===== config.mk =====
export PLATFORM = sky130hd
export DESIGN_NAME = midi_cc_binding_soft_takeover
export DESIGN_NICKNAME = d
export VERILOG_FILES = /design/src/rtl/core/mcst_pkg.sv /design/src/rtl/core/midi_cc_binding_soft_takeover.sv /design/src/rtl/core/mcst_cfg.sv /design/src/rtl/core/mcst_dp.sv /design/src/rtl/core/mcst_ctrl.sv
export VERILOG_INCLUDE_DIRS = /design/src /design/src/rtl/core
export SDC_FILE = /design/constraint.sdc
export NUM_CORES = 1
export LEC_CHECK = 0
export ABC_AREA = 1
export BUFFER_PORTS_ARGS = -buffer_cell sky130_fd_sc_hd__buf_2
export CORE_MARGIN = 2
export CORE_UTILIZATION = 25
export DETAILED_ROUTE_END_ITERATION = 8
export GPL_TIMING_DRIVEN = 0
export HOLD_SLACK_MARGIN = 0.03
export SLEW_MARGIN = 20
export SYNTH_ARGS = -nofsm -noshare
export SYNTH_HDL_FRONTEND = slang
export SYNTH_SLANG_ARGS = --single-unit

===== constraint.sdc =====
create_clock -name clk -period 7.1 [get_ports clk]
set_input_delay 1.065 -clock clk [delete_from_list [all_inputs] [get_ports clk]]
set_output_delay 1.065 -clock clk [all_outputs]
set_load 0.005 [all_outputs]

===== src/rtl/core/midi_cc_binding_soft_takeover_assert.svh =====
// Assertion macros shared by the binding table RTL.
`ifndef MIDI_CC_BINDING_SOFT_TAKEOVER_ASSERT_SVH
`define MIDI_CC_BINDING_SOFT_TAKEOVER_ASSERT_SVH

// Same-cycle implication, disabled while reset is asserted.
`define MCST_ASSERT_NOW(lbl, clk, rst_n, ante, cons) \
	lbl: assert property (@(posedge clk) disable iff (!(rst_n)) (ante) |-> (cons)) \
		else $error("mcst assertion failed");

// Next-cycle implication, disabled while reset is asserted.
`define MCST_ASSERT_NEXT(lbl, clk, rst_n, ante, cons) \
	lbl: assert property (@(posedge clk) disable iff (!(rst_n)) (ante) |=> (cons)) \
		else $error("mcst assertion failed");

`endif


===== src/rtl/core/mcst_pkg.sv =====
// Types and constants of the CC binding table with soft takeover.
`default_nettype none

package mcst_pkg;

	typedef enum logic [2:0] {
		OP_CC         = 3'd0,
		OP_SET_TARGET = 3'd1,
		OP_LEARN      = 3'd2,
		OP_CANCEL     = 3'd3,
		OP_CLEAR_SLOT = 3'd4,
		OP_CLEAR_ALL  = 3'd5
	} op_t;

	typedef enum logic [1:0] {
		ST_IDLE,
		ST_EXEC,
		ST_SCAN,
		ST_DONE
	} state_t;

	// register index as decoded from paddr[2]
	localparam logic REG_ENABLE = 1'b0;
	localparam logic REG_THRESH = 1'b1;

	localparam logic       ENABLE_RST = 1'b1;
	localparam logic [6:0] THRESH_RST = 7'd3;

	localparam logic KIND_UPDATE = 1'b0;
	localparam logic KIND_DONE   = 1'b1;

	// table size limit set by the 4-bit slot field
	localparam int MAX_SLOTS = 16;

	typedef struct packed {
		logic latch;      // capture input item
		logic exec;       // apply non-scan op
		logic scan_step;  // evaluate one slot
		logic load_done;  // load done result
	} cmd_t;

	typedef struct packed {
		logic go_scan;    // cc message with learning not armed
		logic scan_last;  // scan counter on last slot
		logic out_free;   // output register can take a result
	} sts_t;

endpackage

`default_nettype wire


===== src/rtl/core/midi_cc_binding_soft_takeover.sv =====
// Top level: MIDI CC binding table with soft-takeover pickup.
//
//  channel   dir  handshake                 payload
//  s_axis    in   s_axis_tvalid/tready      tuser op, tdata slot/cc/value/target
//  m_axis    out  m_axis_tvalid/tready      tuser kind, tdata slot/value/consumed, tlast
//  apb       in   psel/penable, pready=1    paddr[2] selects enable or threshold
//
// A cc message without learning scans min(NUM_SLOTS,16) slots: the scan counter
// evaluates one slot per cycle while the output has room; other ops execute once.
// Reset clears bindings, waiting flags and learning at once; no clearing pass.
// A stalled output register holds the scan; input is taken only between items,
// while the previous done result may still wait on m_axis.
`default_nettype none

`include "midi_cc_binding_soft_takeover_assert.svh"

module midi_cc_binding_soft_takeover #(
	parameter int NUM_SLOTS = 16
) (
	input  wire logic        clk,
	input  wire logic        arst_n,
	input  wire logic        s_axis_tvalid,
	output logic             s_axis_tready,
	// tdata: param_slot[3:0], cc_number[10:4], cc_value[17:11], target_value[24:18]
	input  wire logic [31:0] s_axis_tdata,
	// tuser: op[2:0]
	input  wire logic [2:0]  s_axis_tuser,
	output logic             m_axis_tvalid,
	input  wire logic        m_axis_tready,
	// tdata: update_slot[3:0], update_value[10:4], consumed[11]
	output logic      [15:0] m_axis_tdata,
	// tuser: kind[0]
	output logic             m_axis_tuser,
	output logic             m_axis_tlast,
	input  wire logic        psel,
	input  wire logic        penable,
	input  wire logic        pwrite,
	input  wire logic [2:0]  paddr,
	input  wire logic [31:0] pwdata,
	output logic      [31:0] prdata,
	output logic             pready
);

	mcst_pkg::cmd_t cmd;
	mcst_pkg::sts_t sts;
	logic           cfg_enable;
	logic [6:0]     cfg_thresh;
	logic [3:0]     out_slot;
	logic [6:0]     out_value;
	logic           out_consumed;

	mcst_cfg u_cfg (
		.clk     (clk),
		.arst_n  (arst_n),
		.psel    (psel),
		.penable (penable),
		.pwrite  (pwrite),
		.paddr   (paddr),
		.pwdata  (pwdata),
		.prdata  (prdata),
		.pready  (pready),
		.enable  (cfg_enable),
		.thresh  (cfg_thresh)
	);

	mcst_ctrl u_ctrl (
		.clk      (clk),
		.arst_n   (arst_n),
		.in_valid (s_axis_tvalid),
		.in_ready (s_axis_tready),
		.sts      (sts),
		.cmd      (cmd)
	);

	mcst_dp #(
		.NUM_SLOTS (NUM_SLOTS)
	) u_dp (
		.clk              (clk),
		.arst_n           (arst_n),
		.cmd              (cmd),
		.sts              (sts),
		.in_op            (s_axis_tuser),
		.in_param_slot    (s_axis_tdata[3:0]),
		.in_cc_number     (s_axis_tdata[10:4]),
		.in_cc_value      (s_axis_tdata[17:11]),
		.in_target_value  (s_axis_tdata[24:18]),
		.cfg_enable       (cfg_enable),
		.cfg_thresh       (cfg_thresh),
		.out_ready        (m_axis_tready),
		.out_valid        (m_axis_tvalid),
		.out_kind         (m_axis_tuser),
		.out_update_slot  (out_slot),
		.out_update_value (out_value),
		.out_consumed     (out_consumed),
		.out_last         (m_axis_tlast)
	);

	assign m_axis_tdata = {4'd0, out_consumed, out_value, out_slot};

	`MCST_ASSERT_NEXT(a_busy_after_accept, clk, arst_n, s_axis_tvalid && s_axis_tready, !s_axis_tready)
	`MCST_ASSERT_NOW(a_no_scan_when_ready, clk, arst_n, s_axis_tready, !cmd.scan_step && !cmd.exec)
	`MCST_ASSERT_NOW(a_scan_needs_room, clk, arst_n, cmd.scan_step || cmd.exec, sts.out_free)
	`MCST_ASSERT_NOW(a_done_needs_room, clk, arst_n, cmd.load_done, sts.out_free)

endmodule

`default_nettype wire


===== src/rtl/core/mcst_cfg.sv =====
// APB configuration registers: soft takeover enable and catch-up threshold.
`default_nettype none

module mcst_cfg (
	input  wire logic        clk,
	input  wire logic        arst_n,
	input  wire logic        psel,
	input  wire logic        penable,
	input  wire logic        pwrite,
	input  wire logic [2:0]  paddr,
	input  wire logic [31:0] pwdata,
	output logic      [31:0] prdata,
	output logic             pready,
	output logic             enable,
	output logic      [6:0]  thresh
);

	logic       enable_q;
	logic [6:0] thresh_q;
	logic       wr;

	assign pready = 1'b1;
	assign wr     = psel && penable && pwrite && pready;

	// word decode on paddr[2]; byte offset bits alias
	always_ff @(posedge clk or negedge arst_n) begin
		if (!arst_n) begin
			enable_q <= mcst_pkg::ENABLE_RST;
			thresh_q <= mcst_pkg::THRESH_RST;
		end else if (wr) begin
			if (paddr[2] == mcst_pkg::REG_ENABLE) begin
				enable_q <= pwdata[0];
			end else begin
				thresh_q <= pwdata[6:0];
			end
		end
	end

	always_comb begin
		if (paddr[2] == mcst_pkg::REG_THRESH) begin
			prdata = {25'd0, thresh_q};
		end else begin
			prdata = {31'd0, enable_q};
		end
	end

	assign enable = enable_q;
	assign thresh = thresh_q;

endmodule

`default_nettype wire


===== src/rtl/core/mcst_dp.sv =====
// Datapath: binding table, slot scan evaluation and output register.
`default_nettype none

module mcst_dp #(
	parameter int NUM_SLOTS = 16
) (
	input  wire logic          clk,
	input  wire logic          arst_n,
	input  wire mcst_pkg::cmd_t cmd,
	output mcst_pkg::sts_t     sts,
	input  wire logic [2:0]    in_op,
	input  wire logic [3:0]    in_param_slot,
	input  wire logic [6:0]    in_cc_number,
	input  wire logic [6:0]    in_cc_value,
	input  wire logic [6:0]    in_target_value,
	input  wire logic          cfg_enable,
	input  wire logic [6:0]    cfg_thresh,
	input  wire logic          out_ready,
	output logic               out_valid,
	output logic               out_kind,
	output logic      [3:0]    out_update_slot,
	output logic      [6:0]    out_update_value,
	output logic               out_consumed,
	output logic               out_last
);

	localparam int NS = (NUM_SLOTS < mcst_pkg::MAX_SLOTS) ? NUM_SLOTS : mcst_pkg::MAX_SLOTS;
	localparam int IW = (NS > 1) ? $clog2(NS) : 1;
	localparam logic [IW-1:0] LAST_IDX = IW'(NS - 1);
	localparam logic [6:0]    NS_W     = 7'(NS);

	logic [NS-1:0] valid_q;
	logic [NS-1:0] waiting_q;
	logic [6:0]    ccnum_q   [NS];
	logic [6:0]    lastpos_q [NS];
	logic [6:0]    target_q  [NS];
	logic          learn_active_q;
	logic [3:0]    learn_slot_q;
	logic [IW-1:0] cnt_q;
	logic          consumed_q;

	mcst_pkg::op_t op_q;
	logic [3:0]    ps_q;
	logic [6:0]    ccn_q;
	logic [6:0]    ccv_q;
	logic [6:0]    tgt_q;

	logic          out_valid_q;
	logic          out_kind_q;
	logic [3:0]    out_slot_q;
	logic [6:0]    out_value_q;
	logic          out_consumed_q;
	logic          out_last_q;

	logic          slot_ok;
	logic          learn_ok;
	logic [IW-1:0] ps_idx;
	logic [IW-1:0] ls_idx;
	logic          hit;
	logic          gated;
	logic [6:0]    prev;
	logic [6:0]    tpos;
	logic [6:0]    delta;
	logic          near;
	logic          crossed;
	logic          lock;
	logic          scan_emit;
	logic          learn_emit;
	logic          set_ok;

	assign slot_ok  = ({3'd0, ps_q} < NS_W);
	assign learn_ok = ({3'd0, learn_slot_q} < NS_W);
	assign ps_idx   = ps_q[IW-1:0];
	assign ls_idx   = learn_slot_q[IW-1:0];
	assign set_ok   = cfg_enable && slot_ok && valid_q[ps_idx];

	// per-slot pickup evaluation at the scan pointer
	always_comb begin
		hit     = valid_q[cnt_q] && (ccnum_q[cnt_q] == ccn_q);
		gated   = cfg_enable && waiting_q[cnt_q];
		prev    = lastpos_q[cnt_q];
		tpos    = target_q[cnt_q];
		delta   = (ccv_q >= tpos) ? (ccv_q - tpos) : (tpos - ccv_q);
		near    = delta < cfg_thresh;
		crossed = ((prev <= tpos) && (ccv_q >= tpos)) || ((prev >= tpos) && (ccv_q <= tpos));
		lock    = near || crossed;
	end

	assign scan_emit  = cmd.scan_step && hit && (!gated || lock);
	assign learn_emit = cmd.exec && (op_q == mcst_pkg::OP_CC) && learn_ok;

	always_ff @(posedge clk or negedge arst_n) begin
		if (!arst_n) begin
			valid_q        <= '0;
			waiting_q      <= '0;
			learn_active_q <= 1'b0;
			learn_slot_q   <= 4'd0;
			cnt_q          <= '0;
			consumed_q     <= 1'b0;
			out_valid_q    <= 1'b0;
		end else begin
			if (cmd.latch) begin
				cnt_q      <= '0;
				consumed_q <= 1'b0;
			end
			if (cmd.exec) begin
				case (op_q)
					mcst_pkg::OP_CC: begin
						// only reached with learning armed
						if (learn_ok) begin
							valid_q[ls_idx]   <= 1'b1;
							waiting_q[ls_idx] <= 1'b0;
						end
						learn_active_q <= 1'b0;
						consumed_q     <= 1'b1;
					end
					mcst_pkg::OP_SET_TARGET: begin
						if (set_ok) begin
							waiting_q[ps_idx] <= 1'b1;
						end
					end
					mcst_pkg::OP_LEARN: begin
						if (slot_ok) begin
							learn_active_q <= 1'b1;
							learn_slot_q   <= ps_q;
						end
					end
					mcst_pkg::OP_CANCEL: begin
						learn_active_q <= 1'b0;
					end
					mcst_pkg::OP_CLEAR_SLOT: begin
						if (slot_ok) begin
							valid_q[ps_idx]   <= 1'b0;
							waiting_q[ps_idx] <= 1'b0;
						end
					end
					mcst_pkg::OP_CLEAR_ALL: begin
						valid_q   <= '0;
						waiting_q <= '0;
					end
					default: begin
					end
				endcase
			end
			if (cmd.scan_step) begin
				if (hit) begin
					consumed_q <= 1'b1;
				end
				if (hit && gated && lock) begin
					waiting_q[cnt_q] <= 1'b0;
				end
				cnt_q <= cnt_q + 1'b1;
			end
			if (learn_emit || scan_emit || cmd.load_done) begin
				out_valid_q <= 1'b1;
			end else if (out_ready) begin
				out_valid_q <= 1'b0;
			end
		end
	end

	always_ff @(posedge clk) begin
		if (cmd.latch) begin
			op_q  <= mcst_pkg::op_t'(in_op);
			ps_q  <= in_param_slot;
			ccn_q <= in_cc_number;
			ccv_q <= in_cc_value;
			tgt_q <= in_target_value;
		end
		if (learn_emit) begin
			ccnum_q[ls_idx]   <= ccn_q;
			lastpos_q[ls_idx] <= ccv_q;
		end
		if (cmd.exec && (op_q == mcst_pkg::OP_SET_TARGET) && set_ok) begin
			target_q[ps_idx] <= tgt_q;
		end
		if (cmd.scan_step && hit) begin
			lastpos_q[cnt_q] <= ccv_q;
		end
		if (learn_emit) begin
			out_kind_q     <= mcst_pkg::KIND_UPDATE;
			out_slot_q     <= learn_slot_q;
			out_value_q    <= ccv_q;
			out_consumed_q <= 1'b0;
			out_last_q     <= 1'b0;
		end else if (scan_emit) begin
			out_kind_q     <= mcst_pkg::KIND_UPDATE;
			out_slot_q     <= 4'(cnt_q);
			out_value_q    <= ccv_q;
			out_consumed_q <= 1'b0;
			out_last_q     <= 1'b0;
		end else if (cmd.load_done) begin
			out_kind_q     <= mcst_pkg::KIND_DONE;
			out_slot_q     <= 4'd0;
			out_value_q    <= 7'd0;
			out_consumed_q <= consumed_q;
			out_last_q     <= 1'b1;
		end
	end

	always_comb begin
		sts.go_scan   = (op_q == mcst_pkg::OP_CC) && !learn_active_q;
		sts.scan_last = (cnt_q == LAST_IDX);
		sts.out_free  = !out_valid_q || out_ready;
	end

	assign out_valid        = out_valid_q;
	assign out_kind         = out_kind_q;
	assign out_update_slot  = out_slot_q;
	assign out_update_value = out_value_q;
	assign out_consumed     = out_consumed_q;
	assign out_last         = out_last_q;

endmodule

`default_nettype wire


===== src/rtl/core/mcst_ctrl.sv =====
// Controller: sequences capture, op execution, slot scan and done result.
`default_nettype none

module mcst_ctrl (
	input  wire logic           clk,
	input  wire logic           arst_n,
	input  wire logic           in_valid,
	output logic                in_ready,
	input  wire mcst_pkg::sts_t sts,
	output mcst_pkg::cmd_t      cmd
);

	mcst_pkg::state_t state_q;
	mcst_pkg::state_t state_d;

	always_ff @(posedge clk or negedge arst_n) begin
		if (!arst_n) begin
			state_q <= mcst_pkg::ST_IDLE;
		end else begin
			state_q <= state_d;
		end
	end

	always_comb begin
		state_d  = state_q;
		cmd      = '0;
		in_ready = 1'b0;
		case (state_q)
			mcst_pkg::ST_IDLE: begin
				in_ready = 1'b1;
				if (in_valid) begin
					cmd.latch = 1'b1;
					state_d   = mcst_pkg::ST_EXEC;
				end
			end
			mcst_pkg::ST_EXEC: begin
				if (sts.go_scan) begin
					state_d = mcst_pkg::ST_SCAN;
				end else if (sts.out_free) begin
					// learn may emit an update, so wait for the output
					cmd.exec = 1'b1;
					state_d  = mcst_pkg::ST_DONE;
				end
			end
			mcst_pkg::ST_SCAN: begin
				if (sts.out_free) begin
					cmd.scan_step = 1'b1;
					if (sts.scan_last) begin
						state_d = mcst_pkg::ST_DONE;
					end
				end
			end
			mcst_pkg::ST_DONE: begin
				if (sts.out_free) begin
					cmd.load_done = 1'b1;
					state_d       = mcst_pkg::ST_IDLE;
				end
			end
			default: begin
				state_d = mcst_pkg::ST_IDLE;
			end
		endcase
	end

endmodule

`default_nettype wire


Yosys cells after proc, flatten, opt, wreduce, memory -nomap -nowiden
Memory sizes are Yosys's and may differ from the RTL's.
Index checks and enable logic that the tools add are counted.
Widths: inputs -> output; s select.
{"block": "totals", "ff_bits": 94, "ram_bits": 336, "input_bits": 77, "output_inout_bits": 53, "word_cells": 164, "n_memories": 3}
{"block": "op_classes", "n_addsub": 3, "order_cmp": 11, "n_eq_ne": 15, "mux": 60, "bitwise": 10, "n_reduce_logical": 43}
{"memory": "u_dp.ccnum_q", "words": 16, "word_bits": 7, "rd": 1, "rd_ports_with_merged_regs": 0, "wr": 1, "line_no": "mcst_dp.sv:34", "text": "logic [6:0] ccnum_q [NS];"}
{"memory": "u_dp.lastpos_q", "words": 16, "word_bits": 7, "rd": 1, "rd_ports_with_merged_regs": 0, "wr": 1, "line_no": "mcst_dp.sv:35", "text": "logic [6:0] lastpos_q [NS];"}
{"memory": "u_dp.target_q", "words": 16, "word_bits": 7, "rd": 1, "rd_ports_with_merged_regs": 0, "wr": 1, "line_no": "mcst_dp.sv:36", "text": "logic [6:0] target_q [NS];"}
{"operator": "$and 16x16->16", "count": 4}
{"operator": "$mux 16", "count": 4}
{"operator": "$pmux 16 s4", "count": 1}
{"operator": "$not 16->16", "count": 3}
{"operator": "$pmux 16 s3", "count": 1}
{"operator": "$mux 7", "count": 6}
{"operator": "$or 16x16->16", "count": 2}
{"operator": "$mux 1", "count": 28}
{"operator": "$mux 4", "count": 6}
{"operator": "$logic_and 1x1->1", "count": 18}
{"operator": "$lt 4x5->1 const B", "count": 3}
{"operator": "$ge 7x7->1", "count": 2}
{"operator": "$le 7x7->1", "count": 2}
{"operator": "$sub 7x7->7", "count": 2}
{"operator": "$bmux 1 s4", "count": 3}
{"operator": "$demux 1 s4", "count": 3}
{"operator": "$ge 4x1->1 const B", "count": 3}
{"operator": "$mux 2", "count": 6}
{"operator": "$reduce_and 2->1", "count": 5}
{"operator": "$ne 2x2->1 const B", "count": 4}
{"operator": "$pmux 2 s4", "count": 1}
{"operator": "$eq 7x7->1", "count": 1}
{"operator": "$lt 7x7->1", "count": 1}
{"operator": "$reduce_or 7->1", "count": 1}
{"operator": "other kinds (18)", "count": 32}

Logic depth before layout (Yosys ltp)
{"block": "depth", "ltp_word": 11, "depth_mapped": 32, "ltp_nobuf": 27}

Modules after synthesis
Synthesis repeated with hierarchy kept, for this count alone.
{"block": "unflattened", "cells_unflattened": 2064, "area_unflattened_um2": 20332.0}
{"mod": "mcst_dp", "instances": 1, "cells_each": 1936, "area_each_um2": 19428.6}
{"mod": "mcst_cfg", "instances": 1, "cells_each": 83, "area_each_um2": 616.8}
{"mod": "mcst_ctrl", "instances": 1, "cells_each": 39, "area_each_um2": 245.2}
{"mod": "midi_cc_binding_soft_takeover", "instances": 1, "cells_each": 6, "area_each_um2": 41.3}

Worst setup path before layout
No wires, ideal clock.
{"block": "synth_timing", "kind": "reg-to-reg", "from": "reg u_dp.cnt_q[0]", "to": "reg u_dp.out_slot_q[0], in the netlist u_dp.out_update_slot[0] (enable)", "t_arrival_ps": 4680, "required_time_ps": 6699, "slack_ps": 2019, "stages_incl_launch_ff": 31, "n_path_buf": 7, "synth_period_minus_slack_ps": 5081, "path_cell_list": "dfrtp_1 -> buf_6 -> inv_4 -> buf_6 -> buf_6 -> buf_2 -> buf_2 -> clkbuf_1 -> nor2_1 -> o22ai_1 -> nand2_1 -> nand4_1 -> ha_1 -> clkbuf_1 -> a21oi_1 -> o21ai_0 -> nand2_1 -> nand3_1 -> o21ai_0 -> xor2_1 -> inv_1 -> ha_1 -> nand2_1 -> inv_1 -> nand3_1 -> a21oi_1 -> o211ai_1 -> nor3_1 -> nand2_1 -> nand2_2 -> o21ai_0"}
{"block": "synth_between", "elab_chain_len": 8, "word_cells_on_any_way": 27, "classes_between": "add/sub (2); order compare (5); eq/ne (1); mux (5); reduce/logical (11); memory (3)"}
{"element": "from (decl)", "line_no": "mcst_dp.sv:39", "text": "logic [IW-1:0] cnt_q;"}
{"element": "from (signal assigned)", "line_no": "mcst_dp.sv:152", "text": "cnt_q <= cnt_q + 1'b1;"}
{"element": "$mem_v2 16x7, on equally long branches"}
{"element": "$sub 7x7->7 (tied with other cells)", "line_no": "mcst_dp.sv:83", "text": "delta = (ccv_q >= tpos) ? (ccv_q - tpos) : (tpos - ccv_q);"}
{"element": "$mux 7 / $logic_and 1x1->1 (equally long branches)", "line_no": "mcst_dp.sv:83, mcst_dp.sv:85"}
{"element": "$lt 7x7->1 / $logic_or 1x1->1 (equally long branches)", "line_no": "mcst_dp.sv:84, mcst_dp.sv:85"}
{"element": "$logic_or 1x1->1", "line_no": "mcst_dp.sv:86", "text": "lock = near || crossed;"}
{"element": "$logic_or 1x1->1", "line_no": "mcst_dp.sv:89", "text": "assign scan_emit = cmd.scan_step && hit && (!gated || lock);"}
{"element": "$logic_and 1x1->1 *", "line_no": "mcst_dp.sv:89"}
{"element": "$reduce_bool 3->1 (no source line) *"}
{"element": "to (signal assigned)", "line_no": "mcst_dp.sv:182", "text": "out_slot_q <= learn_slot_q;"}
{"element": "to (signal assigned)", "line_no": "mcst_dp.sv:188", "text": "out_slot_q <= 4'(cnt_q);"}
{"element": "to (decl)", "line_no": "mcst_dp.sv:50", "text": "logic [3:0] out_slot_q;"}
Every way passes the cells marked *; elsewhere a longest branch is shown, timed or not. The select of a mux whose other input is x is not followed.
A chain may end at the register's enable or synchronous reset.

Worst setup path in the final report
{"block": "layout_timing", "from": "reg u_dp.cnt_q[1]", "to": "reg u_dp.waiting_q[11]"}
{"block": "layout_between", "elab_chain_len": 8, "word_cells_on_any_way": 33, "classes_between": "add/sub (2); order compare (7); eq/ne (1); mux (9); bitwise (2); reduce/logical (9); memory (3)"}
{"element": "$mem_v2 16x7 (tied with other cells)"}
{"element": "$sub 7x7->7 (tied with other cells)", "line_no": "mcst_dp.sv:83"}
{"element": "$mux 7 (tied with other cells)", "line_no": "mcst_dp.sv:83"}
{"element": "$lt 7x7->1 (tied with other cells)", "line_no": "mcst_dp.sv:84", "text": "near = delta < cfg_thresh;"}
{"element": "$logic_or 1x1->1 / $not 16->16 (equally long branches)"}
{"element": "$logic_and 1x1->1 / $and 16x16->16 (equally long branches)"}
{"element": "$mux 16 *", "line_no": "mcst_dp.sv:149", "text": "if (hit && gated && lock) begin"}
{"element": "$mux 16 *", "line_no": "mcst_dp.sv:145", "text": "if (cmd.scan_step) begin"}
{"element": "to (signal assigned)", "line_no": "mcst_dp.sv:95", "text": "waiting_q <= '0;"}
{"element": "to (signal assigned)", "line_no": "mcst_dp.sv:139", "text": "waiting_q <= '0;"}
{"element": "to (signal, indexed assignment)", "line_no": "mcst_dp.sv:150", "text": "waiting_q[cnt_q] <= 1'b0;"}
{"element": "to (decl)", "line_no": "mcst_dp.sv:33", "text": "logic [NS-1:0] waiting_q;"}
Marked as above.

==> flow_summary.rst <==
.. list-table::
   :header-rows: 1

   * - Metric
     - Value
   * - Static Leakage
     - 9.07 nW
   * - Worst setup path startpoint
     - u_dp.cnt_q[1]
   * - Ant diodes
     - 0
   * - Unrepaired setup endpoints after global routing
     - no
   * - Largest voltage drop on the vdd net
     - about 0.20 mV
   * - Post-route standard cell area excluding fillers
     - 0.0232 mm²
   * - Horizontal die dimension
     - ~290 µm
   * - Sequential share of the synthesized area
     - 0.636
   * - Clock latency at the later pin of the worst-skew pair
     - 590 ps
   * - Detailed-route wire length per cell
     - 18.0 µm
   * - Core Region
     - 0.0789 mm²
   * - Height of the chip
     - between 200 and 300 µm
   * - Placed cell count
     - 3095
   * - Number of maximum-capacitance constraint violations
     - 0
   * - Via count
     - 14400
   * - Beginning of the worst hold path
     - u_dp.consumed_q
   * - Cell type contributing the most total cell area after synthesis
     - sky130_fd_sc_hd__edfxtp_1
   * - Cells after synthesis
     - approximately 2000
   * - Arrival time worst endpoint
     - 6970 ps
   * - Status
     - finished, final reports clean
   * - Initial Util
     - 0.252
   * - Longest Clk Path Bufs
     - 3
   * - Number of distinct library cells after synthesis
     - 49
   * - Fraction of post-synthesis cell area in the top cell type by area
     - 0.567
   * - Worst-path maximum fanout
     - 10
   * - Remaining global-route overflow
     - 0
   * - Post-detail-place hpwl
     - about 41000 µm
   * - Multi-input gate area in the final layout
     - 0.00597 mm²
   * - Final worst path period need
     - between 6000 and 7000 ps
   * - Headroom to the max-slew limit
     - 0.293
   * - Fin cells
     - 3178
   * - Slew Viols, Final
     - 0
   * - Origin of the critical flop-to-flop path
     - u_dp.cnt_q[1]
   * - Final Power
     - 0.00885 W
   * - Synth top area cells
     - sky130_fd_sc_hd__edfxtp_1 (57%), sky130_fd_sc_hd__nand2_1 (6.6%), sky130_fd_sc_hd__dfrtp_1 (6.3%), sky130_fd_sc_hd__nor2_1 (5.3%), sky130_fd_sc_hd__o21ai_0 (4.9%)
   * - Warning count from the yosys run
     - 0
   * - Die Outline Area
     - 0.0817 mm²
   * - Mean cell area of the mapped netlist
     - a little over 10 µm²
   * - Peak Freq
     - 0.154 GHz
   * - Post-route fraction of the period consumed by the critical path
     - 0.916
   * - Final setup skew
     - 17.3 ps
   * - Detail-routed via count per cell
     - approximately 4.5
   * - Sequential Area
     - 0.0126 mm²
   * - Count of flip-flops with a built-in enable after synthesis
     - ~380
   * - Largest net degree at the start of global routing
     - 54
   * - # setup viols final
     - 0
   * - FILL cells
     - 8159
   * - Post-synth design cell area
     - 0.0199 mm²
   * - Overall fraction of global-route tracks in use
     - 0.138
   * - Hold Violations, Final
     - 0
   * - Register clock-pin slew on the reported worst setup and hold paths
     - around 60 ps
   * - Vias in the first global route
     - roughly 14000
   * - CTS Buf Count
     - 45
   * - #FFs+latches synth
     - 430
   * - DRC
     - 0
   * - Actual transition at the worst max-transition pin
     - 1050 ps
   * - Total number of placement rows
     - approximately 100
   * - FFs w/ async S/R, synth
     - 0.123
   * - Count of port buffers added during placement
     - 64
   * - Number of violations reported at the end of detailed-routing iteration 0
     - approximately 1500
   * - Kind of end point of the critical path
     - flip-flop
   * - Sort of element at the start of the critical path
     - flip-flop
   * - Path class of the lowest-slack min-delay path
     - reg2reg
   * - Ratio of cells with drive above 1 in the final layout
     - 0.117
   * - Area of placed instances
     - about 0.022 mm²
   * - ANT nets after route
     - 0
   * - Area overhead of the layout relative to synthesis
     - 16.6%
   * - Total I/O pin count
     - 130
   * - Number of antenna violations at the first check in global routing
     - 0
   * - Number of levels in the clock H-tree
     - 2
   * - First-pass iteration count of the detailed router
     - 5
   * - Post-layout nets
     - roughly 2200
   * - Clock tree from TritonCTS
     - yes
   * - Wire length of the first global-routing pass
     - 85200 µm
   * - Category of the most critical setup path
     - reg2reg
   * - Pwr per Cell Area
     - between 300 and 400 mW/mm²
   * - Final wirelength
     - 57200 µm
   * - Worst hold slack
     - 481 ps
   * - Core Util, Final
     - 0.294
   * - TritonCTS Sinks
     - 430
   * - RD Place Congestion
     - ~0.9
   * - Cell with the most instances after synthesis
     - sky130_fd_sc_hd__edfxtp_1
   * - Predominant post-synthesis flop cell
     - sky130_fd_sc_hd__edfxtp_1
   * - Clock Tree Root
     - sky130_fd_sc_hd__clkbuf_16
   * - Most common library cells after synthesis
     - sky130_fd_sc_hd__edfxtp_1 (375), sky130_fd_sc_hd__nand2_1 (351), sky130_fd_sc_hd__nor2_1 (282)
   * - Required @ worst endpoint
     - 7570 ps
==> critical path: stages, from the launching register on <==
cell                       delay [ps]
sky130_fd_sc_hd__dfrtp_1          370
sky130_fd_sc_hd__buf_2            210
sky130_fd_sc_hd__clkbuf_1         490
sky130_fd_sc_hd__clkbuf_2         380
sky130_fd_sc_hd__clkbuf_1         460
sky130_fd_sc_hd__o21ai_0          170
sky130_fd_sc_hd__o22ai_1          290
sky130_fd_sc_hd__nand2_1          110
sky130_fd_sc_hd__nand4_1          200
sky130_fd_sc_hd__ha_1             150
sky130_fd_sc_hd__clkbuf_1         270
sky130_fd_sc_hd__nand2_1          120
sky130_fd_sc_hd__o21ai_0          350
sky130_fd_sc_hd__nand2_1          120
sky130_fd_sc_hd__nand3_1          320
sky130_fd_sc_hd__mux2i_1          260
sky130_fd_sc_hd__xnor2_1          160
sky130_fd_sc_hd__inv_1             60
sky130_fd_sc_hd__ha_1             270
sky130_fd_sc_hd__nand2_1           80
sky130_fd_sc_hd__o21ai_0          120
sky130_fd_sc_hd__o211ai_1         270
sky130_fd_sc_hd__nor2_1            80
sky130_fd_sc_hd__nor2_1           490
sky130_fd_sc_hd__nand3_1          250
sky130_fd_sc_hd__o21ai_0          250
sky130_fd_sc_hd__inv_1             70
==> final cells by class <==
class,instances,area share
Inverter,215,0.0349
Buffer,117,0.0277
Timing Repair Buffer,66,0.0153
Multi-Input combinational cell,1216,0.258
Tap cell,1050,0.0567
Clock buffer,59,0.0517
Sequential cell,430,0.545
Clock inverter,25,0.0112
==> sequential cells by signal, indices dropped and copies added, names as in the netlist, 2 cells and up <==
| register | cells |
|---|---|
| u_dp.ccnum_q | 112 |
| u_dp.lastpos_q | 112 |
| u_dp.target_q | 112 |
| u_dp.valid_q | 16 |
| u_dp.waiting_q | 16 |
| u_cfg.thresh | 7 |
| u_dp.ccn_q | 7 |
| u_dp.ccv_q | 7 |
| u_dp.out_update_value | 7 |
| u_dp.tgt_q | 7 |
| u_dp.cnt_q | 4 |
| u_dp.learn_slot_q | 4 |
| u_dp.out_update_slot | 4 |
| u_dp.ps_idx | 4 |
| u_dp.op_q | 3 |
| u_ctrl.state_q | 2 |
==> per-layer routing <==
layer / vias up / track usage / part of all wire
li1: 6870 / - / -
met1: 6892 / 0.185 / 0.43
met2: 504 / 0.223 / 0.47
met3: 106 / 0.0236 / 0.069
met4: 0 / 0.0488 / 0.030
met5: - / 0 / 0
==> cell families (layout without fill, tap and decap cells) <==
family | count (synthesis) | after routing | synth area share
xor gates and xnor gates | 6 | 6 | 0.00264
muxes | 4 | 4 | 0.00208
DFF | 430 | 430 | 0.636
other | 2 | 30 | 0.000378
adders and majority gates | 38 | 38 | 0.0247
and+or+nand+nor | 762 | 762 | 0.156
AOI/OAI and AO/OA | 376 | 376 | 0.106
buffers and inverters | 333 | 482 | 0.0731
==> placed cells by master (no fill, tap or decap), types with 39 or more instances in the layout <==
cell / n
sky130_fd_sc_hd__inv_1: 205
sky130_fd_sc_hd__nand3_1: 69
sky130_fd_sc_hd__clkbuf_1: 62
sky130_fd_sc_hd__clkbuf_16: 45
sky130_fd_sc_hd__buf_2: 85
sky130_fd_sc_hd__dfrtp_1: 50
sky130_fd_sc_hd__nor2_1: 282
sky130_fd_sc_hd__nand2_1: 351
sky130_fd_sc_hd__o21ai_0: 193
sky130_fd_sc_hd__edfxtp_1: 375
sky130_fd_sc_hd__o22ai_1: 65
sky130_fd_sc_hd__buf_4: 39
sky130_fd_sc_hd__a21oi_1: 65
==> path summary, 6_finish.rpt <==
kind                       depth (start not counted)  slack [ps]            endpoint
min                                                2         480     u_dp.consumed_q
max                                               26         600  u_dp.waiting_q[11]
min reg2reg                                        2         480     u_dp.consumed_q
max reg2reg                                       26         600  u_dp.waiting_q[11]
max in group asynchronous                          1        6030     u_cfg.thresh[3]
min in group asynchronous                          1         560  u_dp.waiting_q[13]
==> through the flow <==
stage / TNS (ps) / setup WS, ps
after floorplan: 0 / 2020
after global placement: -3580 / -327
after detailed placement: 0 / 566
after CTS: 0 / 530
after global routing: 0 / 59.4
final: 0 / 595
==> power breakdown <==
part,internal [W],switching [W]
registers,0.00293,0.000169
clock network,0.00135,0.00102
logic,0.00105,0.00233
==> what timing repair did <==
item                       4_1_cts  5_1_grt
buffers inserted                 0        0
setup endpoints to repair        0       16
gates resized for setup          0        4
hold buffers                     0        0
(Power assumes the default switching activity.)
